$ cat src/design/normalized_value_histogram_macros.svh
// Assertion macros for the normalised value histogram block.
`ifndef NORMALIZED_VALUE_HISTOGRAM_MACROS_SVH
`define NORMALIZED_VALUE_HISTOGRAM_MACROS_SVH

`ifndef SYNTHESIS

// Check that ante implies cons in the same cycle
`define NVH_ASSERT_IMP(label, clk, rst_n, ante, cons, msg) \
    label: assert property (@(posedge clk) disable iff (!rst_n) (ante) |-> (cons)) \
        else $error(msg);

// Check that ante implies cons in the next cycle
`define NVH_ASSERT_NXT(label, clk, rst_n, ante, cons, msg) \
    label: assert property (@(posedge clk) disable iff (!rst_n) (ante) |=> (cons)) \
        else $error(msg);

`else

`define NVH_ASSERT_IMP(label, clk, rst_n, ante, cons, msg)

`define NVH_ASSERT_NXT(label, clk, rst_n, ante, cons, msg)

`endif

`endif

$ cat src/design/nvh_pkg.sv
// Shared types and constants of the normalised value histogram.
`default_nettype none

package nvh_pkg;

    // Sizing
    localparam int BIN_COUNT   = 64;
    localparam int COUNT_WIDTH = 16;
    localparam int BIN_W       = $clog2(BIN_COUNT);
    localparam int VALUE_W     = 6;
    localparam int FRAC_W      = 17;
    localparam int STEP_W      = $clog2(FRAC_W);

    // Input transaction
    typedef struct packed {
        logic [VALUE_W-1:0] sample_value;
        logic               list_end;
    } nvh_in_t;

    // Output transaction
    typedef struct packed {
        logic [VALUE_W-1:0] bin_index;
        logic [FRAC_W-1:0]  bin_fraction;
        logic               final_bin;
    } nvh_out_t;

    // Controller to datapath commands
    typedef struct packed {
        logic capture;
        logic bump;
        logic init_div;
        logic div_step;
        logic emit;
        logic next_bin;
        logic clear_list;
    } nvh_cmd_t;

    // Datapath to controller status
    typedef struct packed {
        logic list_end;
        logic div_done;
        logic slot_free;
        logic last_bin;
    } nvh_sts_t;

endpackage

`default_nettype wire

$ cat src/design/nvh_ctrl.sv
// Sequencing state machine of the normalised value histogram.
`default_nettype none

module nvh_ctrl (
    input  wire logic              clk,
    input  wire logic              rst_n,
    input  wire logic              in_valid,
    output logic                   in_ready,
    input  wire nvh_pkg::nvh_sts_t sts,
    output nvh_pkg::nvh_cmd_t      cmd
);
    import nvh_pkg::*;

    localparam logic [2:0] ST_IDLE = 3'd0;
    localparam logic [2:0] ST_BUMP = 3'd1;
    localparam logic [2:0] ST_READ = 3'd2;
    localparam logic [2:0] ST_INIT = 3'd3;
    localparam logic [2:0] ST_DIV  = 3'd4;
    localparam logic [2:0] ST_PUT  = 3'd5;

    logic [2:0] state_reg;
    logic [2:0] state_next;

    // Hold state
    always_ff @(posedge clk or negedge rst_n)
    begin
        if (!rst_n)
            state_reg <= ST_IDLE;
        else
            state_reg <= state_next;
    end

    assign in_ready = (state_reg == ST_IDLE);

    // Decode next state and commands
    always_comb
    begin
        state_next = state_reg;
        cmd        = '0;
        unique case (state_reg)
            ST_IDLE:
            begin
                if (in_valid)
                begin
                    cmd.capture = 1'b1;
                    state_next  = ST_BUMP;
                end
            end
            ST_BUMP:
            begin
                cmd.bump   = 1'b1;
                state_next = sts.list_end ? ST_READ : ST_IDLE;
            end
            ST_READ:
                state_next = ST_INIT;
            ST_INIT:
            begin
                cmd.init_div = 1'b1;
                state_next   = ST_DIV;
            end
            ST_DIV:
            begin
                cmd.div_step = 1'b1;
                if (sts.div_done)
                    state_next = ST_PUT;
            end
            ST_PUT:
            begin
                if (sts.slot_free)
                begin
                    cmd.emit = 1'b1;
                    if (sts.last_bin)
                    begin
                        cmd.clear_list = 1'b1;
                        state_next     = ST_IDLE;
                    end
                    else
                    begin
                        cmd.next_bin = 1'b1;
                        state_next   = ST_READ;
                    end
                end
            end
            default:
                state_next = ST_IDLE;
        endcase
    end

endmodule

`default_nettype wire

$ cat src/design/nvh_dpath.sv
// Count store, list registers, bit-serial divider and output register.
`default_nettype none

module nvh_dpath (
    input  wire logic              clk,
    input  wire logic              rst_n,
    input  wire nvh_pkg::nvh_in_t  in_item,
    input  wire nvh_pkg::nvh_cmd_t cmd,
    output nvh_pkg::nvh_sts_t      sts,
    output logic                   out_valid,
    input  wire logic              out_ready,
    output nvh_pkg::nvh_out_t      out_item
);
    import nvh_pkg::*;

    logic [COUNT_WIDTH-1:0] mem [BIN_COUNT];
    logic [BIN_COUNT-1:0]   bin_valid_reg;

    logic [BIN_W-1:0]       val_reg;
    logic                   last_reg;
    logic [COUNT_WIDTH-1:0] rd_data_reg;
    logic                   rd_valid_reg;
    logic [COUNT_WIDTH-1:0] items_reg;
    logic [BIN_W-1:0]       largest_reg;
    logic [BIN_W-1:0]       bin_reg;
    logic [COUNT_WIDTH:0]   rem_reg;
    logic [FRAC_W-1:0]      quo_reg;
    logic [STEP_W-1:0]      step_reg;
    logic                   out_valid_reg;
    nvh_out_t               out_item_reg;

    logic [BIN_W-1:0]       in_bin;
    logic [BIN_W-1:0]       rd_addr;
    logic [COUNT_WIDTH-1:0] cur_cnt;
    logic [COUNT_WIDTH-1:0] new_cnt;
    logic [COUNT_WIDTH:0]   shifted;
    logic [COUNT_WIDTH:0]   divisor;
    logic                   ge;

    // Saturate out-of-range values into the top bin
    assign in_bin = ({1'b0, in_item.sample_value} >= (VALUE_W+1)'(BIN_COUNT))
                    ? BIN_W'(BIN_COUNT - 1) : BIN_W'(in_item.sample_value);

    assign rd_addr = cmd.capture ? in_bin : bin_reg;

    // Saturating increment of the stored count
    assign cur_cnt = rd_valid_reg ? rd_data_reg : '0;
    assign new_cnt = (cur_cnt == '1) ? cur_cnt : cur_cnt + 1'b1;

    // Count store: one write and one registered read per cycle
    always_ff @(posedge clk)
    begin
        if (cmd.bump)
            mem[val_reg] <= new_cnt;
        rd_data_reg <= mem[rd_addr];
    end

    // Entry valid flags and registered flag read
    always_ff @(posedge clk or negedge rst_n)
    begin
        if (!rst_n)
        begin
            bin_valid_reg <= '0;
            rd_valid_reg  <= 1'b0;
        end
        else
        begin
            rd_valid_reg <= bin_valid_reg[rd_addr];
            if (cmd.clear_list)
                bin_valid_reg <= '0;
            else if (cmd.bump)
                bin_valid_reg[val_reg] <= 1'b1;
        end
    end

    // Capture the incoming transaction
    always_ff @(posedge clk)
    begin
        if (cmd.capture)
        begin
            val_reg  <= in_bin;
            last_reg <= in_item.list_end;
        end
    end

    // List totals: item count and largest value
    always_ff @(posedge clk or negedge rst_n)
    begin
        if (!rst_n)
        begin
            items_reg   <= '0;
            largest_reg <= '0;
        end
        else if (cmd.clear_list)
        begin
            items_reg   <= '0;
            largest_reg <= '0;
        end
        else if (cmd.bump)
        begin
            if (items_reg != '1)
                items_reg <= items_reg + 1'b1;
            if (val_reg > largest_reg)
                largest_reg <= val_reg;
        end
    end

    // Bin walk pointer
    always_ff @(posedge clk)
    begin
        if (cmd.bump)
            bin_reg <= '0;
        else if (cmd.next_bin)
            bin_reg <= bin_reg + 1'b1;
    end

    // One quotient bit per step; the first step tests the integer bit unshifted
    assign divisor = {1'b0, items_reg};
    assign shifted = (step_reg == '0) ? rem_reg : {rem_reg[COUNT_WIDTH-1:0], 1'b0};
    assign ge      = (shifted >= divisor);

    always_ff @(posedge clk)
    begin
        if (cmd.init_div)
        begin
            rem_reg  <= {1'b0, cur_cnt};
            quo_reg  <= '0;
            step_reg <= '0;
        end
        else if (cmd.div_step)
        begin
            rem_reg  <= ge ? shifted - divisor : shifted;
            quo_reg  <= {quo_reg[FRAC_W-2:0], ge};
            step_reg <= step_reg + 1'b1;
        end
    end

    // Output register
    always_ff @(posedge clk or negedge rst_n)
    begin
        if (!rst_n)
            out_valid_reg <= 1'b0;
        else if (cmd.emit)
            out_valid_reg <= 1'b1;
        else if (out_ready)
            out_valid_reg <= 1'b0;
    end

    always_ff @(posedge clk)
    begin
        if (cmd.emit)
        begin
            out_item_reg.bin_index    <= VALUE_W'(bin_reg);
            out_item_reg.bin_fraction <= quo_reg;
            out_item_reg.final_bin    <= (bin_reg == largest_reg);
        end
    end

    assign out_valid = out_valid_reg;
    assign out_item  = out_item_reg;

    // Status back to the controller
    assign sts.list_end  = last_reg;
    assign sts.div_done  = (step_reg == STEP_W'(FRAC_W - 1));
    assign sts.slot_free = !out_valid_reg || out_ready;
    assign sts.last_bin  = (bin_reg == largest_reg);

endmodule

`default_nettype wire

$ cat src/design/normalized_value_histogram.sv
// Top level of the normalised value histogram.
//
// Values are counted into per-bin counters held in a simple dual-port count store;
// each input transaction is accepted, and its bin is then read, modified and written
// back through the store's one read and one write port. When the item flagged as
// list end has been counted, the block walks the bins from 0 up to the largest
// value seen and emits floor(count * 65536 / total) in unsigned Q1.16 for each;
// each bin passes through a store read, a divider load, 17 steps of the bit-serial
// restoring divider and an output load, and waits while the output is stalled.
// No input is accepted during the walk. Counters, largest value and item count
// clear when the marked last result is loaded; the store itself is cleared
// through per-entry valid flags, so no clearing pass runs.
`default_nettype none
`include "normalized_value_histogram_macros.svh"

module normalized_value_histogram (
    input  wire logic              clk,
    input  wire logic              rst_n,
    input  wire logic              in_valid,
    output logic                   in_ready,
    input  wire nvh_pkg::nvh_in_t  in_item,
    output logic                   out_valid,
    input  wire logic              out_ready,
    output nvh_pkg::nvh_out_t      out_item
);
    import nvh_pkg::*;

    nvh_cmd_t cmd;
    nvh_sts_t sts;

    // Sequencer
    nvh_ctrl u_ctrl (
        .clk      (clk),
        .rst_n    (rst_n),
        .in_valid (in_valid),
        .in_ready (in_ready),
        .sts      (sts),
        .cmd      (cmd)
    );

    // Datapath
    nvh_dpath u_dpath (
        .clk       (clk),
        .rst_n     (rst_n),
        .in_item   (in_item),
        .cmd       (cmd),
        .sts       (sts),
        .out_valid (out_valid),
        .out_ready (out_ready),
        .out_item  (out_item)
    );

    // An accepted transaction blocks the input while its bin is updated
    `NVH_ASSERT_NXT(a_accept_blocks, clk, rst_n, in_valid && in_ready, !in_ready, "input not blocked after accept")

    // A result is only loaded into a free output slot
    `NVH_ASSERT_IMP(a_emit_slot, clk, rst_n, cmd.emit, !out_valid || out_ready, "result overwrote pending output")

    // Loading the final bin ends the walk and reopens the input
    `NVH_ASSERT_NXT(a_final_reopens, clk, rst_n, cmd.emit && sts.last_bin, in_ready && out_valid && out_item.final_bin, "walk did not end on final bin")

    // The list is cleared only together with its final result
    `NVH_ASSERT_IMP(a_clear_final, clk, rst_n, cmd.clear_list, cmd.emit && sts.last_bin, "list cleared before final result")

endmodule

`default_nettype wire
$ cat config.mk
export PLATFORM = sky130hd
export DESIGN_NAME = normalized_value_histogram
export DESIGN_NICKNAME = d
export VERILOG_FILES = /design/src/design/nvh_pkg.sv /design/src/design/nvh_ctrl.sv /design/src/design/nvh_dpath.sv /design/src/design/normalized_value_histogram.sv
export VERILOG_INCLUDE_DIRS = /design/src /design/src/design
export SDC_FILE = /design/constraint.sdc
export NUM_CORES = 2
export LEC_CHECK = 0
export BUFFER_PORTS_ARGS = -buffer_cell sky130_fd_sc_hd__buf_2
export CORE_MARGIN = 1.5
export CORE_UTILIZATION = 58
export DETAILED_ROUTE_END_ITERATION = 7
export PLACE_DENSITY = 0.88
export REMOVE_ABC_BUFFERS = 1
export SLEW_MARGIN = 20
export SYNTH_ARGS = -nofsm -noshare
export SYNTH_HDL_FRONTEND = slang
export SYNTH_HIERARCHICAL = 1
export SYNTH_SLANG_ARGS = --single-unit
$ cat constraint.sdc
create_clock -name clk -period 4.08 [get_ports clk]
set_input_delay 0 -clock clk [delete_from_list [all_inputs] [get_ports clk]]
set_output_delay 0 -clock clk [all_outputs]
set_load 0.01 [all_outputs]
==> flow_summary.json <==
{
  "ctsHtreeMaxLevel": 3,
  "ys_async_sr_fraction": 0.0754,
  "synth_edf_count": 1071,
  "hp-start": "in_item[0]",
  "grt_pass1_wl_mm": 281,
  "critPathBufInv": 2,
  "max_stage_delay_ns": 0.67,
  "wl_per_cell_um": 29.7,
  "cts_buffer_depth": 3,
  "synth.largest_area_cell": "edfxtp_1",
  "endpoint_kind": "register",
  "netlist_instances": 4925,
  "period_share": 0.987,
  "netlist-cell-type-count": 80,
  "yosys.area.top_type_share": 0.545,
  "avgSynthCellArea_um2": 12.0,
  "io_buffers": 36,
  "synth.most_common_cell": "edfxtp_1",
  "dp.cells": 6070,
  "initial_core_util": 0.588,
  "finalWorstSetupSlack_ns": 0.0534,
  "pre_cts_ws_ns": 0.111,
  "fin_nets": 4885,
  "drtIter0Drc": 8644,
  "finalPower_mw": 25.6,
  "antenna_found_initial": 11,
  "tightest_slew_ns": 1.20,
  "p_per_area_nw_per_um2": 391,
  "multiInputGateArea_um2": 21100,
  "drt_pass1_iterations": 7,
  "grt_util_all_layers": 0.354,
  "area_growth_pct": 11.1,
  "syn-cell-area_um2": 59000,
  "dp_hpwl_mm": 104,
  "critPathKind": "reg2reg",
  "drv_cap": 0,
  "die_area_um2": 104000,
  "via_count": 48800,
  "crit_chain": "nor3_1 > and2_4 > buf_4 > o32a_2 > buf_4 > a311o_1 > nand4_1 > or2_2 > a211oi_1",
  "rsz0062_at_grt": "false",
  "numCtsBuffers": 115,
  "min_delay_worst_endpoint": "u_dpath/last_reg",
  "status": "finished, final reports clean",
  "ff2ff_path_depth": 9,
  "ant_nets": 0,
  "crit_fanout": 25,
  "crit_family": "simple AND/OR/NAND/NOR gates",
  "min_path_type": "in2reg",
  "max_slew_margin": 0.200,
  "slew_violations": 0,
  "fin_area_um2": 65600,
  "cts-resized-gates": 0,
  "drive_above_1_share": 0.120,
  "wirelength_mm": 187,
  "yosysWarnings": 6,
  "cp-start-kind": "register",
  "grt_max_degree": 137,
  "setup_viol": 0,
  "routed_via_density": 7.74,
  "io_pins": 37,
  "rows": 116,
  "die_height_um": 322,
  "crit_arrival_ns": 4.65,
  "largest_register_ffs": 1024,
  "stdcell_count": 6304,
  "fin_crit_ns": 4.03,
  "synth_commonest_cells": "edfxtp_1 (1071), a211oi_1 (688), a21oi_1 (458)",
  "worstReg2RegEnd": "u_dpath/rd_data_reg[13]",
  "fmax_ghz": 0.248,
  "cts_tree": "done",
  "grt_overflow_total": 0,
  "drc": 0,
  "rr_startpoint": "u_ctrl/state_reg[0]",
  "r2r_slack_ns": 0.05,
  "clkTransAtPathRegs_ns": 0.06,
  "gp_congestion": 0.927,
  "slowest_stage": "o32a_2",
  "dominantRegCellSynth": "edfxtp_1",
  "root_buffer": "clkbuf_16",
  "clkLatencyLatePin_ns": 0.73,
  "coreArea_um2": 100000,
  "fin_util": 0.653,
  "nFillCells": 6694,
  "min_path_cells": 2,
  "clock_skew_ns": 0.0447,
  "fp.dieW_um": 322,
  "yosys-top-cells-area": "edfxtp_1 (54%), a211oi_1 (8.8%), a21oi_1 (3.9%), dfrtp_1 (3.9%), o211ai_1 (3.2%)",
  "place_area_um2": 61500,
  "critical_path_required_ns": 4.70,
  "peakVddDrop_v": 0.000344,
  "regArea_um2": 35300,
  "cts.sink_count": 1207,
  "finalHoldViolations": 0,
  "first_global_vias": 47700,
  "synth-seq-area-share": 0.599,
  "path_common_cell": "buf_4",
  "synth-seq-cells": 1207,
  "leakage_nw": 19.7
}
[worst max path at each step]
stage	startpoint	to	slack [ns]	depth (start not counted)
floorplan	u_ctrl/state_reg[0]	u_dpath/rd_valid_reg	-23.77	9
global placement	u_dpath/step_reg[0]	u_dpath/rem_reg[1]	0.19	13
detailed placement	u_dpath/step_reg[0]	u_dpath/rem_reg[1]	0.11	13
CTS	u_dpath/step_reg[0]	u_dpath/rem_reg[1]	0.05	13
global route	u_ctrl/state_reg[0]	u_dpath/rd_data_reg[13]	0.03	10
finish	u_ctrl/state_reg[0]	u_dpath/rd_data_reg[13]	0.05	9
[logic make-up after synthesis]
kind of cell	after synthesis	share of synthesized area
XOR/XNOR	54	0.00801
buffers and inverters	647	0.0474
flip-flops	1207	0.599
multiplexers	52	0.00922
AO/OA/AOI/OAI	2181	0.267
adder cells (fa/ha/maj)	28	0.00606
AND/OR/NAND/NOR	756	0.0637
[report_power, final]
group / internal [mW] / switching [mW]
logic: 0.404 / 0.681
clock network: 6.33 / 4.79
registers: 13.4 / 0.0385
total: 20.1 / 5.51
[cell type report]
| cell class | instances | area share |
|---|---|---|
| flip-flops and latches | 1207 | 0.539 |
| multi-input cells | 3071 | 0.322 |
| clock buffers | 134 | 0.0461 |
| repair buffers | 285 | 0.0429 |
| well taps | 1357 | 0.0259 |
| clock inverters | 82 | 0.0133 |
| inverters | 166 | 0.0102 |
| diodes | 2 | 0.0000763 |
[metal layers]
metal  wire length, µm  track usage
met4             13700        0.228
met3             30400        0.104
met5               119            0
met2             83200        0.538
met1             60100        0.443
[layout by cell type (no fill, tap or decap), types with 26 or more instances in the layout]
master / instances
nand2_1: 85
mux2i_1: 33
dfxtp_1: 43
clkbuf_16: 117
nand2b_1: 27
nor2_2: 31
o21ai_0: 58
nor2_1: 310
a41oi_1: 68
a21oi_1: 458
o211ai_1: 250
clkinv_2: 26
o41ai_1: 128
a211oi_1: 688
buf_2: 33
dfrtp_1: 91
buf_12: 56
nor4_1: 38
nand4_1: 49
edfxtp_1: 1071
or4_1: 30
ha_1: 27
buf_4: 183
xnor2_1: 37
nor3_1: 53
inv_1: 161
a311o_1: 123
nand3_1: 31
o21bai_1: 249
o31ai_1: 35
[stage by stage]
step | setup TNS [ns] | hold WS (ns)
after floorplan | -695.37 | -0.296
after global placement | 0 | 0.0555
after detailed placement | 0 | 0.0625
after CTS | 0 | 0.0216
after global routing | 0 | 0.0729
final | 0 | 0.0569
[repair_timing]
action | in CTS | in global routing
setup buffers | 0 | 4
hold buffers | 11 | 0
endpoints found under the setup margin | 0 | 11
hold endpoints to repair | 102 | 0
Power figures use the tool's default switching activity.
